==> src/sv/ccc_pkg.sv <==
`default_nettype none

package ccc_pkg;

   localparam int unsigned YearWidth   = 7;
   localparam int unsigned MonthWidth  = 4;
   localparam int unsigned DayWidth    = 5;
   localparam int unsigned HoursWidth  = 5;
   localparam int unsigned MinuteWidth = 6;
   localparam int unsigned SecondWidth = 6;

   localparam logic [YearWidth-1:0]   YEAR_LAST   = 7'd99;
   localparam logic [MonthWidth-1:0]  MONTH_FIRST = 4'd1;
   localparam logic [MonthWidth-1:0]  MONTH_LAST  = 4'd12;
   localparam logic [MonthWidth-1:0]  MONTH_FEB   = 4'd2;
   localparam logic [DayWidth-1:0]    DAY_FIRST   = 5'd1;
   localparam logic [DayWidth-1:0]    DAY_LAST    = 5'd31;
   localparam logic [DayWidth-1:0]    DAY_LEAP    = 5'd29;
   localparam logic [HoursWidth-1:0]  HOURS_LAST  = 5'd23;
   localparam logic [MinuteWidth-1:0] MINUTE_LAST = 6'd59;
   localparam logic [SecondWidth-1:0] SECOND_LAST = 6'd59;

   typedef enum logic {
      CMD_TICK = 1'b0,
      CMD_LOAD = 1'b1
   } ccc_cmd_type;

   typedef struct packed {
      ccc_cmd_type            cmd;
      logic [YearWidth-1:0]   set_year;
      logic [MonthWidth-1:0]  set_month;
      logic [DayWidth-1:0]    set_day;
      logic [HoursWidth-1:0]  set_hours;
      logic [MinuteWidth-1:0] set_minutes;
      logic [SecondWidth-1:0] set_seconds;
   } ccc_req_type;

   typedef struct packed {
      logic [YearWidth-1:0]   year_now;
      logic [MonthWidth-1:0]  month_now;
      logic [DayWidth-1:0]    day_now;
      logic [HoursWidth-1:0]  hours_now;
      logic [MinuteWidth-1:0] minutes_now;
      logic [SecondWidth-1:0] seconds_now;
      logic                   time_valid;
   } ccc_rsp_type;

   typedef struct packed {
      logic [YearWidth-1:0]   year;
      logic [MonthWidth-1:0]  month;
      logic [DayWidth-1:0]    day;
      logic [HoursWidth-1:0]  hours;
      logic [MinuteWidth-1:0] minutes;
      logic [SecondWidth-1:0] seconds;
   } ccc_time_type;

   localparam ccc_time_type TIME_RESET = '{
      year:    '0,
      month:   MONTH_FIRST,
      day:     DAY_FIRST,
      hours:   '0,
      minutes: '0,
      seconds: '0
   };

   function automatic logic time_ok(input ccc_time_type t);
      return (t.month >= MONTH_FIRST) && (t.month <= MONTH_LAST) &&
             (t.day >= DAY_FIRST) && (t.day <= DAY_LAST) &&
             (t.hours <= HOURS_LAST) &&
             (t.minutes <= MINUTE_LAST) &&
             (t.seconds <= SECOND_LAST);
   endfunction

   // Length of a month; leap February when year mod 4 is zero.
   function automatic logic [DayWidth-1:0] month_days(input logic [MonthWidth-1:0] month,
                                                      input logic [YearWidth-1:0]  year);
      logic [DayWidth-1:0] len;
      begin
         case (month)
            MONTH_FEB:           len = (year[1:0] == 2'b00) ? DAY_LEAP : 5'd28;
            4'd4, 4'd6, 4'd9,
            4'd11:               len = 5'd30;
            default:             len = 5'd31;
         endcase
         return len;
      end
   endfunction

endpackage

`default_nettype wire

==> src/sv/calendar_clock_counter.sv <==
`default_nettype none

// Calendar clock counter. Holds year (two digits), month, day, hours,
// minutes and seconds. A load transaction (cmd = 1) writes all six fields as
// given, legal or not; a tick transaction (cmd = 0) advances the time by one
// second with full rollover through days of the month (29-day February when
// year mod 4 is zero) and years (99 wraps to 0). A tick on an illegal time
// leaves it unchanged. Every request transaction yields exactly one response
// transaction carrying the time after that request and a time_valid flag
// (month 1..12, day 1..31, hours <= 23, minutes and seconds <= 59; the year
// is not checked). The response is registered: one request is taken every
// cycle while req_ready is high, and the whole update is one compare-
// and-increment pass between the time register and the response register.
// A two-entry output stage (response register plus skid register) keeps
// req_ready registered; it drops only when both entries hold responses.
// Reset time: year 0, month 1, day 1, 00:00:00.
module calendar_clock_counter (
   input  wire                   clock,
   input  wire                   reset,
   input  wire                   req_valid,
   output logic                  req_ready,
   input  wire ccc_pkg::ccc_req_type req_data,
   output logic                  rsp_valid,
   input  wire                   rsp_ready,
   output ccc_pkg::ccc_rsp_type  rsp_data
);

   // Current time
   ccc_pkg::ccc_time_type time_ff;
   ccc_pkg::ccc_time_type time_in;

   // Output stage
   ccc_pkg::ccc_rsp_type  rsp_ff;
   ccc_pkg::ccc_rsp_type  rsp_in;
   logic                  rsp_valid_ff;
   logic                  rsp_valid_in;
   ccc_pkg::ccc_rsp_type  skid_ff;
   ccc_pkg::ccc_rsp_type  skid_in;
   logic                  skid_valid_ff;
   logic                  skid_valid_in;

   logic                  req_take;
   logic                  rsp_take;
   ccc_pkg::ccc_time_type tick_time;
   ccc_pkg::ccc_rsp_type  new_rsp;

   // Cascade carries
   logic                  sec_wrap;
   logic                  min_wrap;
   logic                  hour_wrap;
   logic                  day_wrap;
   logic                  month_wrap;
   logic [ccc_pkg::DayWidth:0] day_inc;

   assign req_ready = !skid_valid_ff;
   assign req_take  = req_valid && req_ready;
   assign rsp_take  = rsp_valid_ff && rsp_ready;
   assign rsp_valid = rsp_valid_ff;
   assign rsp_data  = rsp_ff;

   // One-second advance. Each carry only matters when every lower field
   // wraps; the limits assume a legal time, which a tick requires anyway.
   always_comb begin
      sec_wrap   = (time_ff.seconds == ccc_pkg::SECOND_LAST);
      min_wrap   = sec_wrap && (time_ff.minutes == ccc_pkg::MINUTE_LAST);
      hour_wrap  = min_wrap && (time_ff.hours == ccc_pkg::HOURS_LAST);
      day_inc    = {1'b0, time_ff.day} + 6'd1;
      // A day past its month (e.g. the 31st of April) also rolls over here.
      day_wrap   = hour_wrap &&
                   (day_inc > {1'b0, ccc_pkg::month_days(time_ff.month, time_ff.year)});
      month_wrap = day_wrap && (time_ff.month >= ccc_pkg::MONTH_LAST);

      tick_time = time_ff;
      tick_time.seconds = sec_wrap ? '0 : time_ff.seconds + 6'd1;
      if (sec_wrap) begin
         tick_time.minutes = min_wrap ? '0 : time_ff.minutes + 6'd1;
      end
      if (min_wrap) begin
         tick_time.hours = hour_wrap ? '0 : time_ff.hours + 5'd1;
      end
      if (hour_wrap) begin
         tick_time.day = day_wrap ? ccc_pkg::DAY_FIRST : day_inc[ccc_pkg::DayWidth-1:0];
      end
      if (day_wrap) begin
         tick_time.month = month_wrap ? ccc_pkg::MONTH_FIRST : time_ff.month + 4'd1;
      end
      if (month_wrap) begin
         // Loaded years above 99 wrap as well.
         tick_time.year = (time_ff.year >= ccc_pkg::YEAR_LAST) ? '0 : time_ff.year + 7'd1;
      end
   end

   // Next time for an accepted request
   always_comb begin
      time_in = time_ff;
      if (req_take) begin
         if (req_data.cmd == ccc_pkg::CMD_LOAD) begin
            time_in.year    = req_data.set_year;
            time_in.month   = req_data.set_month;
            time_in.day     = req_data.set_day;
            time_in.hours   = req_data.set_hours;
            time_in.minutes = req_data.set_minutes;
            time_in.seconds = req_data.set_seconds;
         end else if (ccc_pkg::time_ok(time_ff)) begin
            time_in = tick_time;
         end
      end
   end

   always_comb begin
      new_rsp.year_now    = time_in.year;
      new_rsp.month_now   = time_in.month;
      new_rsp.day_now     = time_in.day;
      new_rsp.hours_now   = time_in.hours;
      new_rsp.minutes_now = time_in.minutes;
      new_rsp.seconds_now = time_in.seconds;
      new_rsp.time_valid  = ccc_pkg::time_ok(time_in);
   end

   // Output register plus skid entry; the skid only fills when a new
   // response arrives while the held one is stalled.
   always_comb begin
      rsp_in        = rsp_ff;
      rsp_valid_in  = rsp_valid_ff;
      skid_in       = skid_ff;
      skid_valid_in = skid_valid_ff;
      if (skid_valid_ff) begin
         if (rsp_take) begin
            rsp_in        = skid_ff;
            skid_valid_in = 1'b0;
         end
      end else if (req_take) begin
         if (!rsp_valid_ff || rsp_take) begin
            rsp_in       = new_rsp;
            rsp_valid_in = 1'b1;
         end else begin
            skid_in       = new_rsp;
            skid_valid_in = 1'b1;
         end
      end else if (rsp_take) begin
         rsp_valid_in = 1'b0;
      end
   end

   always_ff @(posedge clock) begin
      if (reset) begin
         time_ff       <= ccc_pkg::TIME_RESET;
         rsp_valid_ff  <= 1'b0;
         skid_valid_ff <= 1'b0;
      end else begin
         time_ff       <= time_in;
         rsp_valid_ff  <= rsp_valid_in;
         skid_valid_ff <= skid_valid_in;
      end
   end

   always_ff @(posedge clock) begin
      rsp_ff  <= rsp_in;
      skid_ff <= skid_in;
   end

`ifndef NO_ASSERTIONS
   // The skid entry never holds a response without the output register full.
   a_skid_behind_out: assert property (@(posedge clock) disable iff (reset)
      skid_valid_ff |-> rsp_valid_ff)
      else $error("skid entry valid while output register empty");

   // Every accepted request leaves a response pending next cycle.
   a_req_gives_rsp: assert property (@(posedge clock) disable iff (reset)
      req_take |=> rsp_valid_ff)
      else $error("accepted request produced no response");

   // A tick never turns a legal time into an illegal one.
   a_tick_keeps_legal: assert property (@(posedge clock) disable iff (reset)
      (req_take && (req_data.cmd == ccc_pkg::CMD_TICK) && ccc_pkg::time_ok(time_ff))
      |=> ccc_pkg::time_ok(time_ff))
      else $error("tick produced an illegal time");

   // An illegal time is frozen across a tick.
   a_tick_freezes_illegal: assert property (@(posedge clock) disable iff (reset)
      (req_take && (req_data.cmd == ccc_pkg::CMD_TICK) && !ccc_pkg::time_ok(time_ff))
      |=> $stable(time_ff))
      else $error("tick changed an illegal time");
`endif

endmodule

`default_nettype wire

==> config.mk <==
export PLATFORM = sky130hd
export DESIGN_NAME = calendar_clock_counter
export DESIGN_NICKNAME = d
export VERILOG_FILES = /design/src/sv/ccc_pkg.sv /design/src/sv/calendar_clock_counter.sv
export SDC_FILE = /design/constraint.sdc
export NUM_CORES = 1
export LEC_CHECK = 0
export BUFFER_PORTS_ARGS = -buffer_cell sky130_fd_sc_hd__buf_2
export CORE_MARGIN = 4
export CORE_UTILIZATION = 40
export CTS_CLUSTER_DIAMETER = 80
export CTS_CLUSTER_SIZE = 40
export DETAILED_ROUTE_END_ITERATION = 8
export PLACE_DENSITY = 0.66
export SLEW_MARGIN = 20
export SYNTH_ARGS = -nofsm -noshare
export SYNTH_HDL_FRONTEND = slang
export SYNTH_SLANG_ARGS = --single-unit
export TNS_END_PERCENT = 50
==> constraint.sdc <==
create_clock -name clock -period 6.1 [get_ports clock]
set_clock_uncertainty 0.15 [all_clocks]
set_input_delay 1.22 -clock clock [delete_from_list [all_inputs] [get_ports clock]]
set_output_delay 1.22 -clock clock [all_outputs]
set_load 0.005 [all_outputs]
==> summary by stage, run 1 <==
Floorplanning
The row count is 42. The die extent in x is about 120 um. The vertical die dimension is 124.4 um. The core outline area is 13240 um^2. The floorplan step defined a die boundary enclosing between 15000 and 20000 um^2. The starting density of the core is 0.4091. The total I/O pin count is 74.

Synth
By count the netlist is led by edfxtp_1 (68), nand2_1 (58), nor2_1 (38), dfxtp_1 (35), o21ai_0 (33). After synthesis, the cell types taking the most area are edfxtp_1 (38%), dfxtp_1 (13%), nand2_1 (4.0%). The Yosys step of the flow raised 0 warnings.

The number of different library cells in the post-synthesis netlist is 71. After synthesis the cells add up to 5418 um^2. The share of the Yosys chip area taken by registers is 0.5062. For this run, the leading register cell type out of synthesis is edfxtp_1.

The number of flip-flops and latches in the synthesized netlist is 103. The most numerous cell in the Yosys netlist is edfxtp_1. When the netlist entered floorplanning its net count stood at 588. Dividing the synthesized area by the synthesized cell count gives 10.13 um^2. The synthesized design spends more area on one cell type than any other, namely edfxtp_1. Yosys mapped a number of flops with a built-in enable equal to 68. Synthesis produced 535 cells.

For this run, asynchronously set or reset flops after synthesis account for 0. Of the post-synthesis cell area, the dominant cell type holds 0.3769.

Route
Before antenna repair, the detailed router went through 5 iterations. In the final routed layout, each cell accounts on average for 19.40 um. In this run the remaining antenna-violating nets after routing total 0. The number of DRC markers in iteration 0 is between 400 and 500. The final route contains between 4k and 5k vias. For this block, the routed nets add up to 15130 um of wire. The DRC violation count after routing is 0. Using the TritonRoute via totals, the vias-per-cell ratio works out to 5.895.

Global routing
The global-route wire length before repair is 24530 um. After global routing the overflow that remains totals 0. The initial antenna violation count is 0. Entering global routing, the biggest net connects approximately 40 pins.

For this run, the total global-route usage over all layers was measured as 0.1959. The via count of the first global-routing pass is 4513.

Pwr
IR analysis of the VDD net gives a maximum drop of 146.2 uV. The areal power density over the cells is 262.1 nW/um^2. The reported leakage power is 2.449 nW.

Timing
The transition time at the pin with the least slew margin is 885.2 ps. Of the available clock period, the critical path in the final layout requires 0.6675. The hold violation count in the final report is 0. On the final layout, the worst hold slack is 377.8 ps. Summed over all failing endpoints, the final setup total negative slack is 0 ps. The routed design could run at a clock period as short as 4072 ps. Setup repair after global routing left no endpoint under its margin.

Derived from the worst setup path, the maximum achievable clock frequency is about 250 MHz. The max-slew violation count was 0. Setup violations remaining at the end of the flow were counted as 0. The relative max-transition margin is 0.4034.

Clocking
The number of clock buffers inserted by TritonCTS is 9. The CTS tree is yes. Gates resized during post-CTS repair numbered 0.

The clock reaches the later pin of the worst-skew pair after 340 ps. The setup fix buffers added after clock tree synthesis is 0. The clock passes through at most 2 buffers. Clock tree synthesis found a total of 103 sinks.

The root buffer cell is clkbuf_16. The H-tree was split into 3 levels. Clock-pin slew was measured on the worst setup and hold paths at 70 ps. The number of hold buffers added after CTS was 0.

Worst setup path
The slowest stage of the critical path is the or4b_1 cell. The worst setup path is captured at a flop. Along the worst path, the maximum fanout reaches 8.

In this design, the stage delay of the slowest critical-path cell is approximately 570 ps. The kind of cell with the highest combined delay on the critical path is compound AO/OA/AOI/OAI gates. Counting both buffers and inverters, the worst setup path holds a total of 1. The arrival time of the worst setup path is approximately 4000 ps.

The startpoint kind of the worst setup timing path is a flop. Walking the worst path, the cells encountered are inv_1, ha_1, a221o_1, nand2_1, ha_1, nand2_1, o2111ai_1, o21ai_2, nor4_1, a221o_1, or4b_1, o211ai_2, o31ai_1. The path type of the worst setup path is flop to flop. The required time of the worst setup path is 6030 ps.

Layout
Relative to the synthesized area, the layout overhead comes to 15.29%. The ratio of cells with drive above 1 in the final layout is 0.2202. The final net count is roughly 650. The number of inserted diodes is 0. The non-filler instance count after layout is 780. The post-route cell area is 6246 um^2.

The core utilization of the finished layout is 0.4717.

Job
Max-cap violations in this run came to 0.

Placed design
Port buffering added 73 buffers. After detailed placement, the total cell area comes to 5957 um^2. The congestion estimate from routability-driven global placement came to 0.9117. Counting tap cells, the placed design contains a total of approximately 760 instances. The detailed placement HPWL is roughly 11000 um.

Run status
The run finished with clean final reports.

Min path
In this run the worst hold path is classified as flop to flop.
## layer usage
metal	GRT usage	wire (um)
met5	0	0
met4	0.05867	296
met3	0.03688	1000
met2	0.2999	6902
met1	0.2821	6932
## sequential cells by signal (all words and copies together), names as in the netlist
name and count:
skid_valid_ff 1, rsp_valid 1, rsp_data 34, skid_ff 34, time_ff 33
## per-stage QoR
step / worst slack, ps / power (mW)
floorplan: 1513 / 0.9757
global placement: 2056 / 1.064
detailed placement: 1986 / 1.070
CTS: 2070 / 1.644
global route: 1851 / 1.702
finish: 2028 / 1.637
## logic make-up after synthesis
logic type,synth area share
multiplexers,0.03718
AO/OA/AOI/OAI,0.1670
flip-flops,0.5062
buffers and inverters,0.04226
XOR/XNOR,0.004851
AND/OR/NAND/NOR,0.2079
adder cells (fa/ha/maj),0.03464
## report_power, final
part / internal [mW] / switching [mW]
registers: 0.800 / 0.0303
clock network: 0.318 / 0.262
logic: 0.0895 / 0.137
## cell usage in the layout (no fill, tap or decap), types with 3 or more instances in the layout
cell type  Yosys  layout
nand2b_1       4       4
or2_2          3       3
buf_4          0       8
nand3_1       22      22
or3_1          3       3
a221o_1        5       5
o31ai_1        5       5
clkbuf_16      0       9
and3_1        12      12
nor2_1        38      38
edfxtp_1      68      68
o22ai_1        4       4
o211ai_1       7       7
and2_1         4       4
mux2_2        17      17
o21ai_0       33      33
a31oi_1        4       4
nor3_1        13      13
a22o_1         5       5
nand2_1       58      58
a22oi_1        8       8
inv_1         28      28
and4_1         3       3
nor2b_1       17      16
ha_1          15      15
dfxtp_1       35      35
a32oi_1        3       3
a211o_1        4       4
nor4_1         8       8
buf_2          6      73
nand4_1        9       9
a21oi_1       24      23
## worst paths after layout
check / from / end / slack, ps / cells after the start
worst max-delay path: time_ff[22] / rsp_data[0] / 2030 / 13
worst min-delay path: skid_ff[14] / rsp_data[14] / 380 / 2
worst max register to register: time_ff[22] / rsp_data[0] / 2030 / 13
worst min register to register: skid_ff[14] / rsp_data[14] / 380 / 2
## worst reg2reg max path: stages (launching register included)
cell and delay (ps):
dfxtp_1 420, inv_1 140, ha_1 260, a221o_1 350, nand2_1 60, ha_1 230
nand2_1 70, o2111ai_1 230, o21ai_2 420, nor4_1 190, a221o_1 380, or4b_1 570
o211ai_2 240, o31ai_1 110
## cell type report
cell class,instances,area [um^2]
fillers,1294,6997
multi-input cells,375,2460
clock inverters,6,60.06
flip-flops and latches,103,2743
inverters,29,108.9
repair buffers,81,425.4
clock buffers,10,229.0
well taps,176,220.2
Note: power is estimated with default switching activity, not from simulation.
==> run 2, diff against run 1 <==
- PLACE_DENSITY: 0.66 -> 0.68
- clock period: 6.1 -> 3.3 ns (I/O delays scaled with it)
==> summary by stage, run 2 (synthesis results as in run 1) <==
Timing
The smallest setup slack after layout is -115.2 ps (-2143 ps). Setup repair after global routing could not meet its margin everywhere. The hold violation count in the final report is 0 (unchanged).

The transition time at the pin with the least slew margin came to 794.5 ps (-90.77 ps). The setup-violating endpoint count in the final report is 2 (+2). The final clock period utilization by the worst path is 1.035 (+0.3674). The fmax is 292.8 MHz (+19%). The minimum period implied by the final worst setup slack is 3415 ps (-656.6 ps).

The relative max-transition margin is 0.4704 (+0.06696). The max-slew violation count came to 0 (unchanged).

Min path
The min-delay analysis places its worst path in the category flop to flop.

Worst setup path
The required time of the worst setup path came to 3250 ps (-2780 ps). The stage delay of the slowest cell on the critical path is 540 ps (-30 ps). For this design, the slowest cell found on the critical path is or4b_4. The endpoint class of the critical path is a flop. The critical-path maximum fanout is 4 (-4). The startpoint kind of the worst setup timing path is a flop.

The worst setup path is of the flop to flop kind. The critical path goes through inv_4, ha_4, nor3b_2, ha_1, nor2b_4, o2111ai_4, o21ai_0, a21oi_1, or3_4, or4b_4, o211ai_4, o31ai_2. The arrival time of the worst setup path is 3360 ps (-640 ps).

Global routing
The routing usage on met2 is 0.3133 (+0.01336). The via count of the first global-routing pass is 4760 (+5.5%). The initial antenna violation count was 0 (unchanged). The global router's overall resource usage came to 0.2015 (+0.005692).

The total global routing overflow is 0 (unchanged). The global-route wire length before repair is 25380 um (+3.5%). The layer flagged by global routing as most heavily used is met2. The met1 layer usage reported by global route is 0.2852 (+0.003119).

The met3 routing resource usage after global routing was 0.04460 (+0.007719). The pin count of the biggest net entering global routing came to 36 (-12%).

Layout
The final net count is 728 (+12%). The non-filler instance count after layout was 856 (+9.7%). The ratio of cells with drive above 1 in the final layout was 0.3632 (+0.1430). The library cell used most frequently in the layout, excluding fill and tap cells, is buf_4. The final-layout fill cell count came to 1213 (-6.3%). The area added between synthesis and finish is 31.04%. The sequential cell area in the final layout is 2753 um^2 (+0.36%).

The area used by multi-input combinational logic is 2713 um^2 (+10%). The number of inserted diodes is 0 (unchanged). Leaving out fill and tap cells, the most frequent cells in the layout are buf_4 (77), buf_2 (74), edfxtp_1 (68). The post-route cell area is 7099 um^2 (+14%).

Floorplanning
The total I/O pin count is 74 (unchanged). The die extent in x came to 124.4 um (unchanged). The vertical die dimension is 124.4 um (unchanged). The core outline area is 13240 um^2 (unchanged). The row count is 42 (unchanged). The starting density of the core came to 0.4091 (unchanged). The area enclosed by the die boundary was 15470 um^2 (unchanged).

Clocking
The clock latency on the worst-skew pair came to 350 ps (about the same). The number of clock sinks is 103 (unchanged). The clock-pin slew on the worst setup and hold paths is 70 ps (about the same). The number of clock buffers inserted by TritonCTS is 9 (unchanged).

The cell sitting at the root of the clock tree is a clkbuf_16. The maximum clock insertion buffer count was 2 (unchanged). The total number of H-tree levels was 3 (unchanged). The count of hold-fix buffers inserted at cts came to 0 (unchanged). The CTS tree is yes.

Pwr
The worst voltage drop across the vdd grid is 207.3 uV (+42%). The reported leakage power is 2.853 nW (+17%). The areal power density over the cells is 431.1 nW/um^2 (+65%).

Route
The first-pass iteration count of the detailed router is 5 (unchanged). The total wire length after detailed routing is 16290 um (+7.6%). The overall via count from detail_route is 4874 (+6.0%). The DRC violation count after routing is 0 (unchanged). The number of DRC markers in iteration 0 came to 475 (+1.9%). The per-cell via count in the routed design is 5.694 (-3.4%). The average wire per standard cell is 19.03 um (-1.9%). The count of nets left with antenna violations after detail routing is 0 (unchanged).

Job
The reported max-cap violation count came to 0 (unchanged).

Placed design
The detailed placement HPWL is 11220 um (+5.0%). The worst slack at placement was -200.6 ps (-2187 ps). The total of buffers placed on input and output ports was 73 (unchanged). The instance count after placement with tap cells included was 828 (+8.4%).

The instance area at placement is 6462 um^2 (+8.5%). The final weighted congestion in routability-driven placement is 0.9160 (+0.47%).

Run status
The final reports fail on negative setup slack. The run finished, with violations left.
## run 2: cell types whose count changed in the layout (fill, tap and decap cells not counted), sizes merged
| cell | delta |
|---|---|
| buf | +76 |
| clkinv | +1 |
| bufinv | -1 |
| inv | -1 |
| clkinvlp | +1 |
## run 2: final cells by class
cell class	instances	area share
clock buffers	10	0.03225
clock inverters	6	0.005287
inverters	29	0.01604
multi-input cells	375	0.3821
flip-flops and latches	103	0.3877
well taps	176	0.03102
repair buffers	157	0.1456
## run 2: critical path: cells and delay by family, from the launching register on
family,cells,cell delay [ps]
DFF,1,370
buffers and inverters,1,60
and+or+nand+nor,4,1260
AOI/OAI and AO/OA,5,840
adders and majority gates,2,480
## run 2: per-stage QoR
step	total power [mW]	TNS, ps	util	hold slack (ps)
5_1_grt	3.186	-715.8	0.5361	373.7
2_1_floorplan	1.803	-464.6	-	337.4
4_1_cts	3.031	-4.778	0.5176	366.9
3_3_place_gp	2.030	-611.2	0.4880	352.6
3_5_place_dp	2.042	-1020	0.4880	352.5
6_report	3.061	-210.2	0.5361	367.8
## run 2: path summary, 6_finish.rpt
kind / start / endpoint / slack (ps) / cells past startpoint
max: time_ff[22] / rsp_data[0] / -120 / 12
min: skid_ff[30] / rsp_data[30] / 370 / 2
max reg2reg: time_ff[22] / rsp_data[0] / -120 / 12
min reg2reg: skid_ff[30] / rsp_data[30] / 370 / 2
## run 2: report_power, final
group	total, mW	internal [mW]	switching [mW]
sequential	1.53	1.48	0.0477
combinational	0.550	0.249	0.301
clock	0.983	0.508	0.475
total	3.06	2.24	0.823
## run 2: what timing repair did
action | 4_1_cts | 5_1_grt
endpoints found under the setup margin | 15 | 26
gates resized for setup | 29 | 37
buffers inserted | 4 | 8
cloned | 0 | 1
pin swaps | 12 | 21
## run 2: per-layer routing
layer | share of wire | up-vias
met3 | 0.087 | 23
met1 | 0.45 | 2340
met2 | 0.45 | 221
li1 | - | 2290
met4 | 0.015 | 0
met5 | 0 | -
==> run 3, diff against run 2 <==
- CORE_MARGIN: 4 -> 2
==> summary by stage, run 3 (synthesis results as in run 1) <==
Run status
The flow ran to the end, but the final reports show violations. The final reports fail on negative setup slack.

Layout
The core utilization of the finished layout is 0.5253 (-0.01077). The final net count was 722 (-0.82%). Leaving out fill and tap cells, the most frequent cell in the layout is buf_4. The post-route cell area is 6957 um^2 (-2.0%). In the layout the commonest cells are buf_4 (74), buf_2 (73), edfxtp_1 (68). The number of inserted diodes is 0 (unchanged). The final-layout fill cell count was 1183 (-2.5%). From synthesis to final layout, the design area changed by 28.41%. The ratio of cells with drive above 1 in the final layout is 0.3368 (-0.02644).

Timing
The smallest setup slack after layout is -114.6 ps (+0.5760 ps). The max-slew violation count is 0 (unchanged). The final clock period utilization by the worst path is 1.035 (about the same). The hold violation count in the final report is 0 (unchanged). The transition time at the pin with the least slew margin came to 764.6 ps (-29.85 ps).

Setup repair after global routing could not meet its margin everywhere. The fmax is 292.9 MHz (about the same). The relative max-transition margin was 0.4902 (+0.01990). The setup-violating endpoint count in the final report is 2 (unchanged).

The minimum period implied by the final worst setup slack is 3415 ps (-0.5760 ps).

Job
The reported max-cap violation count is 0 (unchanged).

Clocking
The number of clock buffers inserted by TritonCTS is 9 (unchanged). The CTS tree is yes. The maximum clock insertion buffer count is 2 (unchanged). The clock-pin slew on the worst setup and hold paths is 60 ps (about the same). The root buffer cell is clkbuf_16.

The total number of H-tree levels is 3 (unchanged). The number of clock sinks was 103 (unchanged). The clock latency on the worst-skew pair is 360 ps (about the same).

Global routing
The via count of the first global-routing pass was 4687 (-1.5%). The pin count of the biggest net entering global routing is 36 (unchanged). The global-route wire length before repair was 24930 um (-1.8%). The initial antenna violation count is 0 (unchanged).

The total global routing overflow is 0 (unchanged). The global router's overall resource usage is 0.2218 (+0.02028).

Floorplanning
The total I/O pin count is 74 (unchanged). The area enclosed by the die boundary was 14490 um^2 (-6.3%). The row count is 42 (unchanged). The starting density of the core came to 0.4091 (unchanged).

The die extent in x is 120.4 um (-3.2%). The core outline area is 13240 um^2 (unchanged). The vertical die dimension is 120.4 um (-3.2%).

Route
The DRC violation count after routing is 0 (unchanged). The length of routed met2 wiring is 7278 um (-0.15%). The count of nets left with antenna violations after detail routing is 0 (unchanged).

The detailed route wirelength on metal3 was 1143 um (-19%). The number of DRC markers in iteration 0 is 417 (-12%). The average wire per standard cell is 18.72 um (-1.6%). The overall via count from detail_route is 4895 (+0.43%).

The routed metal-1 wire length is 7072 um (-3.6%). The total wire length after detailed routing is 15910 um (-2.3%). The detailed router used layers up to and including met4. The first-pass iteration count of the detailed router is 5 (unchanged). The per-cell via count in the routed design is 5.759 (+1.1%).

Worst setup path
The required time of the worst setup path is 3250 ps (about the same). The path type of the worst setup path is flop to flop. The critical-path maximum fanout is 3 (-1). The startpoint kind of the worst setup timing path is a flop. The path depth of the worst reg2reg path is 14 (+2). The worst setup path is captured at a flop. The arrival time of the worst setup path is 3360 ps (about the same).

Placed design
The instance area at placement is 6450 um^2 (-0.19%). The worst slack at placement is -161.8 ps (+38.82 ps). The detailed placement HPWL came to 11170 um (-0.43%). The total of buffers placed on input and output ports is 73 (unchanged).

The final weighted congestion in routability-driven placement was 0.9381 (+2.4%).

Pwr
The worst voltage drop across the vdd grid is 213.8 uV (+3.2%). The reported leakage power is 2.819 nW (-1.2%). The areal power density over the cells is 450.3 nW/um^2 (+4.4%). The total chip power is 3.132 mW (+2.3%).

Min path
The number of cells traversed by the worst hold path was 2 (unchanged). The path class of the tightest hold or removal check is flop to flop.
-- run 3: cell types whose count changed in the layout (fill, tap and decap cells not counted), sizes merged --
cell      delta
clkinv       -1
buf          -6
clkbuf       +2
clkinvlp     -2
bufinv       +1
-- run 3: final cells by class --
cell class	count	area, um^2	share of cell area
clock inverters	4	47.55	0.006835
well taps	176	220.2	0.03165
flip-flops and latches	103	2749	0.3951
multi-input cells	375	2605	0.3745
repair buffers	151	974.7	0.1401
clock buffers	12	246.5	0.03543
inverters	29	113.9	0.01637
-- run 3: worst paths after layout --
kind	startpoint	end	slack, ps
worst max-delay path	time_ff[23]	rsp_data[0]	-110
worst min-delay path	skid_ff[30]	rsp_data[30]	370
worst max register to register	time_ff[23]	rsp_data[0]	-110
worst min register to register	skid_ff[30]	rsp_data[30]	370
-- run 3: timing repair --
action | 4_1_cts | 5_1_grt
resized for setup | 29 | 14
hold buffers | 0 | 0
setup buffers | 3 | 3
pin swaps | 12 | 10
setup endpoints to repair | 2 | 11
-- run 3: layer usage --
layer / vias to the layer above / global-route usage
li1: 2285 / -
met1: 2328 / 0.3094
met2: 249 / 0.3443
met3: 33 / 0.03585
met4: 0 / 0.08939
met5: - / 0
-- run 3: report_power, final --
group          total [mW]  internal [mW]  switching, mW
clock network        1.08          0.607          0.470
logic               0.524          0.238          0.286
registers            1.53           1.48         0.0508
-- run 3: worst max-delay path, stage by stage, from the launching register on --
cell,delay [ps]
dfxtp_4,400
inv_4,60
ha_4,150
a221o_1,350
nand2_2,100
ha_4,200
nand2_2,50
o2111ai_2,100
buf_4,180
o21ai_4,220
nor4_4,70
a221o_1,330
or4b_4,560
o211ai_4,190
o31ai_2,80
-- run 3: per-stage QoR --
stage / hold slack, ps / instances / setup TNS (ps)
after global placement: 349.6 / 828 / -84.19
final: 370.6 / 850 / -208.3
after global routing: 383.8 / 850 / -468.2
after floorplan: 337.4 / 535 / -464.6
after CTS: 367.7 / 847 / -98.31
after detailed placement: 355.7 / 828 / -284.1
